### config.mk
export PLATFORM = sky130hd
export DESIGN_NAME = phase_current_dc_offset_monitor
export DESIGN_NICKNAME = d
export VERILOG_FILES = /design/src/rtl/pcdom_pkg.sv /design/src/rtl/phase_current_dc_offset_monitor.sv
export SDC_FILE = /design/constraint.sdc
export NUM_CORES = 2
export LEC_CHECK = 0
export BUFFER_PORTS_ARGS = -buffer_cell sky130_fd_sc_hd__buf_2
export CORE_UTILIZATION = 60
export CTS_BUF_LIST = sky130_fd_sc_hd__clkbuf_16
export DETAILED_ROUTE_END_ITERATION = 12
export HOLD_SLACK_MARGIN = 0.1
export PLACE_DENSITY = 0.76
export RECOVER_POWER = 100
export SETUP_SLACK_MARGIN = 0.15
export SYNTH_ARGS = -nofsm -noshare
export SYNTH_HDL_FRONTEND = slang
export SYNTH_SLANG_ARGS = --single-unit
### constraint.sdc
create_clock -name i_clk -period 14.2 [get_ports i_clk]
set_input_delay 0 -clock i_clk [delete_from_list [all_inputs] [get_ports i_clk]]
set_output_delay 0 -clock i_clk [all_outputs]
set_load 0.005 [all_outputs]
### src/rtl/pcdom_pkg.sv
// Shared types and constants for the phase current DC offset monitor.
// Depends on nothing; imported by phase_current_dc_offset_monitor and its testbench.
`timescale 1ns / 1ps

package pcdom_pkg;

    localparam int SUM_W  = 32;   // running phase sums, saturating
    localparam int CNT_W  = 13;   // sample counter, wraps at 13 bits
    localparam int WIN_W  = 13;   // window length register
    localparam int INV_W  = 16;   // Q0.16 reciprocal
    localparam int THR_W  = 16;   // signed mean threshold
    localparam int DLY_W  = 16;   // on-delay length and persistence counters
    localparam int MEAN_W = 16;   // mean fields on the result beat
    localparam int CFG_W  = 16;   // configuration write data
    localparam int CFG_AW = 2;    // configuration register index
    localparam int NPH    = 3;    // phases a, b, c

    localparam int RND_SHIFT = 16;
    localparam int PROD_W    = SUM_W + INV_W + 1;

    localparam logic [WIN_W-1:0] WIN_LEN_RST  = 13'd200;
    localparam logic [INV_W-1:0] INV_WIN_RST  = 16'd328;
    localparam logic [THR_W-1:0] MEAN_THR_RST = 16'd640;
    localparam logic [DLY_W-1:0] DELAY_RST    = 16'd1000;

    typedef enum logic [CFG_AW-1:0] {
        CFG_WIN_LEN  = 2'd0,
        CFG_INV_WIN  = 2'd1,
        CFG_MEAN_THR = 2'd2,
        CFG_DELAY    = 2'd3
    } t_cfg_idx;

endpackage

### src/rtl/phase_current_dc_offset_monitor.sv
// Phase current DC offset monitor: windowed mean, threshold and on-delay fault.
// Depends on pcdom_pkg (constants, register index codes).
// Five-stage pipeline: input, accumulate, multiply, round, test and output.
`timescale 1ns / 1ps

// Channel   Dir  Handshake                 Payload
// --------  ---  ------------------------  --------------------------------------------
// s stream  in   i_s_tvalid / o_s_tready   i_s_tdata: current_a, current_b, current_c
// m stream  out  o_m_tvalid / i_m_tready   o_m_tdata: means a..c, faults a..c; tuser: done
// config    in   i_cfg_we                  i_cfg_addr register index, i_cfg_wdata value
//
// One beat is accepted every clock cycle when the output side keeps up. A beat
// passes the accumulate, multiply and round registers before the output register;
// the five register stages each hold one beat, and the multiply stage sets the clock.
// Reset (synchronous, active low) clears all running sums, counters, held means, faults
// and valid bits, and loads the configuration registers with their defaults.
// A stall on the output only backs up as far as the first empty stage, so the
// input keeps taking beats until every stage holds one.

module phase_current_dc_offset_monitor #(
    parameter int SAMPLE_BITS = 16,
    parameter int MAX_WINDOW  = 4096
) (
    input  logic                                i_clk,
    input  logic                                i_rst_n,
    // slave stream: current_a, current_b, current_c (SAMPLE_BITS each), lowest first
    input  logic                                i_s_tvalid,
    output logic                                o_s_tready,
    input  logic [((3*SAMPLE_BITS+7)/8)*8-1:0]  i_s_tdata,
    // master stream tdata: mean_a, mean_b, mean_c (16 each), fault_a, fault_b,
    // fault_c, then zero padding
    output logic                                o_m_tvalid,
    input  logic                                i_m_tready,
    output logic [55:0]                         o_m_tdata,
    // master stream tuser: window_done
    output logic                                o_m_tuser,
    // configuration write port
    input  logic                                i_cfg_we,
    input  logic [pcdom_pkg::CFG_AW-1:0]        i_cfg_addr,
    input  logic [pcdom_pkg::CFG_W-1:0]         i_cfg_wdata
);

    import pcdom_pkg::*;

    localparam int PAD_W      = 56 - (NPH*MEAN_W + NPH);

    // Saturation bounds of a held mean.
    localparam logic signed [SUM_W:0] MEAN_HI =
        (33'sd1 <<< (SAMPLE_BITS-1)) - 33'sd1;
    localparam logic signed [SUM_W:0] MEAN_LO = -MEAN_HI - 33'sd1;

    // Configuration registers.
    logic        [WIN_W-1:0] r_win_len;
    logic        [INV_W-1:0] r_inv_win;
    logic signed [THR_W-1:0] r_mean_thr;
    logic        [DLY_W-1:0] r_delay;

    always_ff @(posedge i_clk) begin
        if (!i_rst_n) begin
            r_win_len  <= WIN_LEN_RST;
            r_inv_win  <= INV_WIN_RST;
            r_mean_thr <= MEAN_THR_RST;
            r_delay    <= DELAY_RST;
        end else if (i_cfg_we) begin
            case (i_cfg_addr)
                CFG_WIN_LEN:  r_win_len  <= i_cfg_wdata[WIN_W-1:0];
                CFG_INV_WIN:  r_inv_win  <= i_cfg_wdata[INV_W-1:0];
                CFG_MEAN_THR: r_mean_thr <= i_cfg_wdata[THR_W-1:0];
                CFG_DELAY:    r_delay    <= i_cfg_wdata[DLY_W-1:0];
                default: begin
                end
            endcase
        end
    end

    // Pipeline valid bits and per-stage advance. A stage may load when it is
    // empty or when the stage after it is moving on.
    logic r_v1, r_v2, r_v3, r_v4, r_v5;
    logic adv1, adv2, adv3, adv4, adv5;

    assign adv5 = !r_v5 || i_m_tready;
    assign adv4 = !r_v4 || adv5;
    assign adv3 = !r_v3 || adv4;
    assign adv2 = !r_v2 || adv3;
    assign adv1 = !r_v1 || adv2;
    assign o_s_tready = adv1;

    always_ff @(posedge i_clk) begin
        if (!i_rst_n) begin
            r_v1 <= 1'b0;
            r_v2 <= 1'b0;
            r_v3 <= 1'b0;
            r_v4 <= 1'b0;
            r_v5 <= 1'b0;
        end else begin
            if (adv1) r_v1 <= i_s_tvalid;
            if (adv2) r_v2 <= r_v1;
            if (adv3) r_v3 <= r_v2;
            if (adv4) r_v4 <= r_v3;
            if (adv5) r_v5 <= r_v4;
        end
    end

    // Stage 1: input register.
    logic signed [SAMPLE_BITS-1:0] r_smp [NPH];

    always_ff @(posedge i_clk) begin
        if (adv1 && i_s_tvalid) begin
            for (int i = 0; i < NPH; i++) begin
                r_smp[i] <= i_s_tdata[i*SAMPLE_BITS +: SAMPLE_BITS];
            end
        end
    end

    // Stage 2: saturating accumulation and window counting. The final sum of a
    // window goes forward to the multiplier; the running sum restarts at zero.
    logic signed [SUM_W-1:0] r_sum  [NPH];
    logic signed [SUM_W-1:0] n_sum  [NPH];
    logic signed [SUM_W-1:0] r_fsum [NPH];
    logic signed [SUM_W-1:0] n_fsum [NPH];
    logic        [CNT_W-1:0] r_cnt;
    logic        [CNT_W-1:0] n_cnt;
    logic                    r_done2;
    logic                    n_done2;

    always_comb begin
        logic signed [SUM_W:0]   acc;
        logic        [CNT_W-1:0] cnt_inc;
        logic        [WIN_W-1:0] len;
        acc     = '0;
        cnt_inc = r_cnt + CNT_W'(1);
        // A zero length acts as one; a length above the largest window is capped.
        len = (r_win_len == '0) ? WIN_W'(1) : r_win_len;
        if ({4'd0, len} > 17'(MAX_WINDOW)) begin
            len = WIN_W'(MAX_WINDOW);
        end
        // The window also closes when the counter wraps, or when the length was
        // lowered below the count mid-window.
        n_done2 = (cnt_inc >= len) || (cnt_inc == '0);
        n_cnt   = n_done2 ? '0 : cnt_inc;
        for (int i = 0; i < NPH; i++) begin
            acc = {r_sum[i][SUM_W-1], r_sum[i]} + (SUM_W+1)'(r_smp[i]);
            if (acc[SUM_W] != acc[SUM_W-1]) begin
                n_fsum[i] = acc[SUM_W] ? {1'b1, {(SUM_W-1){1'b0}}}
                                       : {1'b0, {(SUM_W-1){1'b1}}};
            end else begin
                n_fsum[i] = acc[SUM_W-1:0];
            end
            n_sum[i] = n_done2 ? '0 : n_fsum[i];
        end
    end

    always_ff @(posedge i_clk) begin
        if (!i_rst_n) begin
            r_cnt <= '0;
            for (int i = 0; i < NPH; i++) begin
                r_sum[i] <= '0;
            end
        end else if (adv2 && r_v1) begin
            r_cnt <= n_cnt;
            for (int i = 0; i < NPH; i++) begin
                r_sum[i] <= n_sum[i];
            end
        end
    end

    always_ff @(posedge i_clk) begin
        if (adv2 && r_v1) begin
            r_done2 <= n_done2;
            for (int i = 0; i < NPH; i++) begin
                r_fsum[i] <= n_fsum[i];
            end
        end
    end

    // Stage 3: scale each final sum by the Q0.16 reciprocal.
    logic signed [PROD_W-1:0] r_prod [NPH];
    logic                     r_done3;

    always_ff @(posedge i_clk) begin
        if (adv3 && r_v2) begin
            r_done3 <= r_done2;
            for (int i = 0; i < NPH; i++) begin
                r_prod[i] <= PROD_W'(r_fsum[i]) * PROD_W'($signed({1'b0, r_inv_win}));
            end
        end
    end

    // Stage 4: round to nearest with ties upward (add half, then floor), and
    // saturate to the sample range.
    logic signed [SAMPLE_BITS-1:0] r_cand [NPH];
    logic signed [SAMPLE_BITS-1:0] n_cand [NPH];
    logic                          r_done4;

    always_comb begin
        logic signed [PROD_W-1:0] q;
        logic signed [SUM_W:0]    rq;
        q  = '0;
        rq = '0;
        for (int i = 0; i < NPH; i++) begin
            q  = r_prod[i] + PROD_W'(32768);
            rq = q[PROD_W-1:RND_SHIFT];
            if (rq > MEAN_HI) begin
                n_cand[i] = MEAN_HI[SAMPLE_BITS-1:0];
            end else if (rq < MEAN_LO) begin
                n_cand[i] = MEAN_LO[SAMPLE_BITS-1:0];
            end else begin
                n_cand[i] = rq[SAMPLE_BITS-1:0];
            end
        end
    end

    always_ff @(posedge i_clk) begin
        if (adv4 && r_v3) begin
            r_done4 <= r_done3;
            for (int i = 0; i < NPH; i++) begin
                r_cand[i] <= n_cand[i];
            end
        end
    end

    // Stage 5: update the held means on a window close, then run the threshold
    // test and on-delay timer with the fresh means. The registers here are also
    // the output beat.
    logic signed [SAMPLE_BITS-1:0] r_held  [NPH];
    logic signed [SAMPLE_BITS-1:0] n_held  [NPH];
    logic        [DLY_W-1:0]       r_pcnt  [NPH];
    logic        [DLY_W-1:0]       n_pcnt  [NPH];
    logic        [NPH-1:0]         r_fault;
    logic        [NPH-1:0]         n_fault;
    logic                          r_done5;

    always_comb begin
        logic timer_hit;
        timer_hit = 1'b0;
        for (int i = 0; i < NPH; i++) begin
            n_held[i] = r_done4 ? r_cand[i] : r_held[i];
            if (32'(n_held[i]) > 32'(r_mean_thr)) begin
                n_pcnt[i] = (r_pcnt[i] < r_delay) ? r_pcnt[i] + DLY_W'(1) : r_pcnt[i];
                timer_hit = (n_pcnt[i] >= r_delay);
            end else begin
                n_pcnt[i] = '0;
                timer_hit = 1'b0;
            end
            n_fault[i] = r_fault[i] || timer_hit;
        end
    end

    always_ff @(posedge i_clk) begin
        if (!i_rst_n) begin
            r_fault <= '0;
            for (int i = 0; i < NPH; i++) begin
                r_held[i] <= '0;
                r_pcnt[i] <= '0;
            end
        end else if (adv5 && r_v4) begin
            r_fault <= n_fault;
            for (int i = 0; i < NPH; i++) begin
                r_held[i] <= n_held[i];
                r_pcnt[i] <= n_pcnt[i];
            end
        end
    end

    always_ff @(posedge i_clk) begin
        if (adv5 && r_v4) begin
            r_done5 <= r_done4;
        end
    end

    assign o_m_tvalid = r_v5;
    assign o_m_tuser  = r_done5;
    assign o_m_tdata  = {{PAD_W{1'b0}}, r_fault,
                         MEAN_W'(r_held[2]), MEAN_W'(r_held[1]), MEAN_W'(r_held[0])};

    // A result beat that waits on the output keeps its contents until taken.
    a_out_hold: assert property (@(posedge i_clk) disable iff (!i_rst_n)
        (o_m_tvalid && !i_m_tready) |=>
            (o_m_tvalid && $stable(o_m_tdata) && $stable(o_m_tuser)))
        else $error("waiting result beat changed before it was taken");

    a_fault_hold: assert property (@(posedge i_clk) disable iff (!i_rst_n)
        (r_fault != '0) |=> ((r_fault & $past(r_fault)) == $past(r_fault)))
        else $error("sticky fault bit cleared without reset");

    // The input side only stalls when every stage holds a beat.
    a_stall_full: assert property (@(posedge i_clk) disable iff (!i_rst_n)
        !o_s_tready |-> (r_v1 && r_v2 && r_v3 && r_v4 && r_v5 && !i_m_tready))
        else $error("input stalled while the pipeline has room");

    // Fault bits only change when a beat moves into the output register.
    a_fault_on_beat: assert property (@(posedge i_clk) disable iff (!i_rst_n)
        (r_fault != $past(r_fault)) |-> $past(adv5 && r_v4))
        else $error("fault changed without a beat entering the output stage");

endmodule

Word-level counts from Yosys, hierarchy flattened
Memory sizes are Yosys's and may differ from the RTL's.
Index checks and enable logic that the tools add are counted.
{ "word_totals": {"register_bits": 86, "ramBits": 531, "inputBits": 71, "memories": 7} }
{ "classes": {"add_sub_neg": 10, "mul": 3, "n_lt_le_gt_ge": 17, "n_eq_ne": 6, "muxes": 53, "n_bitwise": 9, "n_reduce_logical": 26} }
{ "memory_table": {"columns": ["name", "words", "width", "read_ports", "rd_ports_with_merged_regs", "wr", "line", "text"], "rows": [
  ["r_prod", 3, 49, 3, 0, 3, "phase_current_dc_offset_monitor.sv:177", "logic signed [PROD_W-1:0] r_prod [NPH];"],
  ["r_fsum", 3, 32, 3, 0, 3, "phase_current_dc_offset_monitor.sv:119", "logic signed [SUM_W-1:0] r_fsum [NPH];"],
  ["r_sum", 3, 32, 3, 0, 3, "phase_current_dc_offset_monitor.sv:117", "logic signed [SUM_W-1:0] r_sum [NPH];"],
  ["r_cand", 3, 16, 3, 0, 3, "phase_current_dc_offset_monitor.sv:191", "logic signed [SAMPLE_BITS-1:0] r_cand [NPH];"],
  ["r_held", 3, 16, 3, 0, 3, "phase_current_dc_offset_monitor.sv:225", "logic signed [SAMPLE_BITS-1:0] r_held [NPH];"],
  ["r_pcnt", 3, 16, 3, 0, 3, "phase_current_dc_offset_monitor.sv:227", "logic [DLY_W-1:0] r_pcnt [NPH];"],
  ["1 more memories", null, null, null, null, null, null, null]
]} }
{ "op_table": {"columns": ["op", "count"], "rows": [
  ["32-bit 2-to-1 mux", 12],
  ["16-bit 2-to-1 mux", 21],
  ["49-bit by 17-bit adder with 49-bit output, second input constant", 3],
  ["32-bit by 17-bit multiplier with 49-bit output", 3],
  ["32-bit by 16-bit adder with 33-bit output", 3],
  ["33-bit by 16-bit greater-than comparator with 1-bit output, second input constant", 3],
  ["33-bit by 16-bit < comparator with 1-bit output, second input constant", 3],
  ["16-bit by 1-bit adder with 16-bit output, second input constant", 3],
  ["16-bit >= comparator", 3],
  ["16-bit greater-than comparator", 3],
  ["16-bit < comparator", 3],
  ["13-bit 2-to-1 mux", 3],
  ["13-bit zero test", 2],
  ["1-bit 2-to-1 mux", 17],
  ["13-bit by 1-bit adder with 13-bit output, second input constant", 1],
  ["13-bit >= comparator", 1],
  ["13-bit greater-than comparator, second input constant", 1],
  ["1-bit logical OR", 9],
  ["1-bit OR", 9],
  ["2-bit AND reduction", 4],
  ["1-bit logical AND", 5],
  ["1-bit zero test", 5],
  ["2-bit == test, second input constant", 2],
  ["1-bit inequality test", 3],
  ["other kinds (2)", 2]
]} }

Longest topological paths before layout
{ "logic_depth": {"word_depth": 10, "ltp_mapped": 27, "depth_no_buf": 25} }

Worst setup path after synthesis
Ideal clock, no wire load.
{ "synth_path": {"path_kind": "reg2reg", "from": "register r_inv_win[10]", "to": "memory r_prod[0][127] (netlist bit), data pin", "arrival_ns": 6.555, "required_time_ns": 13.942, "setup_slack_ns": 7.386, "path_stages_with_launch": 25, "n_path_buf": 3, "path_cell_list": "dfxtp_1 > clkbuf_1 > clkbuf_1 > clkbuf_1 > nand2_1 > fa_1 > inv_1 > fa_1 > fa_1 > fa_1 > fa_1 > inv_1 > fa_1 > inv_1 > ha_1 > a21o_1 > a21o_1 > or4_1 > a21oi_1 > nor2_1 > a211o_1 > a31o_2 > a21o_1 > a21oi_1 > xnor2_1"} }
{ "synth_rtl": {"columns": ["item", "line", "text"], "rows": [
  ["start, declared", "phase_current_dc_offset_monitor.sv:54", "logic [INV_W-1:0] r_inv_win;"],
  ["start signal, assigned", "phase_current_dc_offset_monitor.sv:67", "CFG_INV_WIN: r_inv_win <= i_cfg_wdata[INV_W-1:0];"],
  ["end, declared", "phase_current_dc_offset_monitor.sv:177", null]
]} }

==> flow_metrics.env <==
export IMPL_critPathArrivalTime_ns=11.33
export IMPL_fin_area_um2=90400
export IMPL_drt_initial_drc_count=5044
export IMPL_peakVddDrop_uv=190
export IMPL_dp_cells=10600
export IMPL_netlist_instances=8878
export IMPL_post_place_ws_ns=6.18
export IMPL_p_seq_share_pct=20.0
export IMPL_ys_types=100
export IMPL_hold_buffers=134
export IMPL_setup_violations=0
export IMPL_drt_vias_per_instance=5.77
export IMPL_track_usage_pct=31.5
export IMPL_clkPwrFrac_pct=12.5
export IMPL_syn_area_um2=84800
export IMPL_max_cap_violations=23
export IMPL_crit_type="register to register"
export IMPL_slew_headroom_pct=-174
export IMPL_p_switching_mw=7.46
export IMPL_finalClockSkew_ns=0.0442
export IMPL_grt_pass1_vias=66700
export IMPL_cp_start_kind="register"
export IMPL_cp_startpoint="r_inv_win[2]"
export IMPL_dp_hpwl_um=162000
export IMPL_multi_input_area_um2=60100
export IMPL_final_max_slew_violation_count=967
export IMPL_layout_common_cells="1,815 x inv_1, 1,464 x fa_1, 1,149 x nand2_1"
export IMPL_cts_buffers=73
export IMPL_switching_share_pct=47.9
export IMPL_coreArea_um2=140000
export IMPL_place_congestion=0.916
export IMPL_grt_pass1_wl_um=352000
export IMPL_busiest_layer="met2"
export IMPL_pwr_share_comb_pct=67.6
export IMPL_clockBufferDepth=3
export IMPL_dr_pass1_iters=6
export IMPL_worstSkewPairLatency_ns=0.71
export IMPL_ys_seq_elements=572
export IMPL_drive_above_1_share_pct=3.89
export IMPL_ant_nets=0
export IMPL_r2r_end="r_prod[0][127]"
export IMPL_wl_per_cell_um=20.0
export IMPL_io_buffers=124
export IMPL_ys_seq_area_share_pct=19.3
export IMPL_rows=137
export IMPL_final_util_pct=64.6
export IMPL_fin_crit_sh_pct=76.5
export IMPL_start_util_pct=60.6
export IMPL_fin_crit_ns=10.87
export IMPL_clkTransAtPathRegs_ns=0.06
export IMPL_p_leak_nw=43.2
export IMPL_synth_edf_count=490
export IMPL_tightest_slew_ns=4.11
export IMPL_antenna_found_initial=7
export IMPL_mostFrequentLayoutCell="inv_1"
export IMPL_r2r_slack_ns=3.33
export IMPL_die_x_um=378
export IMPL_r2r_start="r_inv_win[2]"
export IMPL_cts_setup_buffers=0
export IMPL_cts_tree="done"
export IMPL_htreeDepth=3
export IMPL_grt_max_degree=70
export IMPL_hold_viol=0
export IMPL_avgSynthCellArea_um2=9.55
export IMPL_synth_flop_cell="edfxtp_1"
export IMPL_outcome="finished with violations"
export IMPL_max_freq_ghz=0.0920
export IMPL_synthArstFlopShare_pct=0
export IMPL_cts_resized=0
export IMPL_reg2reg_depth=22
export IMPL_cp_max_fo=51
export IMPL_routed_wl_um=217000
export IMPL_critPathCapture="r_prod[0][127]"
export IMPL_vias=62500
export IMPL_worstSetupEndpointType="register"
export IMPL_violations="max-capacitance violations, max-slew violations"
export IMPL_nets=11000
export IMPL_drc=0
export IMPL_grt_util_met1_pct=40.9
export IMPL_rsz0062_at_grt="no"
export IMPL_layout_cells_non_filler=10800
export IMPL_clockRootBuffer="clkbuf_16"
export IMPL_die_y_um=378
export IMPL_ios=130
export IMPL_dpl_cell_area_um2=86800
export IMPL_dieArea_um2=143000
export IMPL_met3_usage_pct=6.88
export IMPL_use_met2_pct=51.3
export IMPL_ys_warn_count=0
export IMPL_hp_class="input pin to register"
export IMPL_fin_tns_setup_ns=0
export IMPL_worstPathRequired_ns=14.66
export IMPL_gr_total_overflow=0
export IMPL_fillCellCount=11200
export IMPL_seq_area_um2=16400
export IMPL_layout_setup_ws_ns=3.33
export IMPL_p_int_mw=8.10
export IMPL_p_per_area_nw_per_um2=172
export IMPL_area_growth_pct=6.55
export IMPL_cts_sinks=572
-- cells in the mapped netlist (20+ instances only) --
| cell type | n | area share [%] |
|---|---|---|
| clkbuf_1 | 329 | 1.5 |
| a211oi_1 | 40 | 0.35 |
| xor2_1 | 128 | 1.3 |
| or3_1 | 20 | 0.15 |
| edfxtp_1 | 490 | 17 |
| buf_2 | 27 | 0.16 |
| a31oi_1 | 33 | 0.24 |
| a21o_1 | 134 | 1.2 |
| and3_1 | 100 | 0.74 |
| dfxtp_1 | 82 | 1.9 |
| fa_1 | 1464 | 35 |
| nand4_1 | 56 | 0.41 |
| a21oi_1 | 281 | 1.7 |
| nand3_1 | 110 | 0.65 |
| mux2_2 | 50 | 0.66 |
| and2_1 | 737 | 5.4 |
| xnor2_1 | 167 | 1.7 |
| nor2b_1 | 66 | 0.49 |
| nor2_1 | 247 | 1.1 |
| o21a_1 | 49 | 0.43 |
| o21ai_0 | 161 | 0.95 |
| a21boi_0 | 55 | 0.49 |
| o211ai_1 | 26 | 0.23 |
| nand2b_1 | 49 | 0.36 |
| nor3_1 | 60 | 0.35 |
| o21bai_1 | 23 | 0.20 |
| inv_1 | 1810 | 8.0 |
| nand2_1 | 1149 | 5.1 |
| maj3_1 | 22 | 0.26 |
| ha_1 | 602 | 8.9 |
-- metrics by stage --
stage | hold WS, ns | total power, mW
floorplan | 0.0989 | 10.8
global placement | 0.177 | 13.2
detailed placement | 0.178 | 13.5
CTS | 0.106 | 15.6
global route | 0.165 | 17.1
finish | 0.171 | 15.6
-- logic make-up (layout without fill, tap and decap cells) --
group / after synthesis / count (layout) / synth area share [%]
and+or+nand+nor: 2698 / 2698 / 15.8
buffers and inverters: 2181 / 2253 / 9.76
adders and majority gates: 2088 / 2088 / 43.7
AOI/OAI and AO/OA: 982 / 982 / 7.65
DFF: 572 / 572 / 19.3
xor gates and xnor gates: 295 / 295 / 3.05
muxes: 61 / 61 / 0.794
other: 1 / 8 / 0.00442
-- critical path, cell delays in order (launching register included) --
cell      delay [ns]
dfxtp_1         1.82
clkbuf_1        2.25
nand2_1         0.27
fa_1            0.63
fa_1            0.52
fa_1            0.52
inv_1           0.06
fa_1            0.50
fa_1            0.50
inv_1           0.05
fa_1            0.47
inv_1           0.04
ha_1            0.32
a21o_1          0.17
a21o_1          0.21
or4_1           0.49
a21oi_1         0.41
nor2_1          0.22
a211o_1         0.38
a31o_2          0.28
a21o_1          0.20
a21oi_1         0.18
xnor2_1         0.08
-- power groups by stage --
stage          Combinational (mW)  Clock [mW]  Sequential (mW)
3_5_place_dp                 10.4           0             3.11
6_report                     10.5        1.94             3.11
5_1_grt                      11.9        2.03             3.14
3_3_place_gp                 10.1           0             3.10
4_1_cts                      10.5        1.97             3.08
2_1_floorplan                7.93           0             2.82
-- sequential cells by signal, summed over array words and instances (netlist names), 16 cells and up --
signal,count
r_prod,102
r_fsum,96
r_sum,96
r_cand,48
r_held,48
r_pcnt,48
r_smp,48
r_delay,16
r_inv_win,16
r_mean_thr,16
-- area by class of cell --
cell class | instances | area share [%]
multi-input combinational | 6129 | 66.5
sequential | 572 | 18.1
inverter | 1811 | 7.53
tap | 1876 | 2.60
timing repair buffer | 309 | 2.44
clock buffer | 76 | 2.10
clock inverter | 57 | 0.656
antenna | 3 | 0.00831
-- worst min path at each step --
| stage | startpoint | slack [ns] | cells after the start | end |
|---|---|---|---|---|
| 2_1_floorplan | i_s_tdata[0] | 0.1 | 0 | r_smp[0][0] |
| 3_3_place_gp | i_s_tdata[24] | 0.18 | 1 | r_smp[0][24] |
| 3_5_place_dp | i_s_tdata[24] | 0.18 | 1 | r_smp[0][24] |
| 4_1_cts | i_cfg_wdata[14] | 0.11 | 4 | r_inv_win[14] |
| 5_1_grt | i_cfg_wdata[13] | 0.17 | 4 | r_mean_thr[13] |
| 6_report | i_cfg_wdata[13] | 0.17 | 4 | r_mean_thr[13] |
-- routing by layer --
layer	up-vias	part of all wire, %
met3	597	9.6
met4	8	4.4
met5	-	0.030
met2	2862	47
li1	27800	-
met1	31300	39
Power figures use the tool's default switching activity.
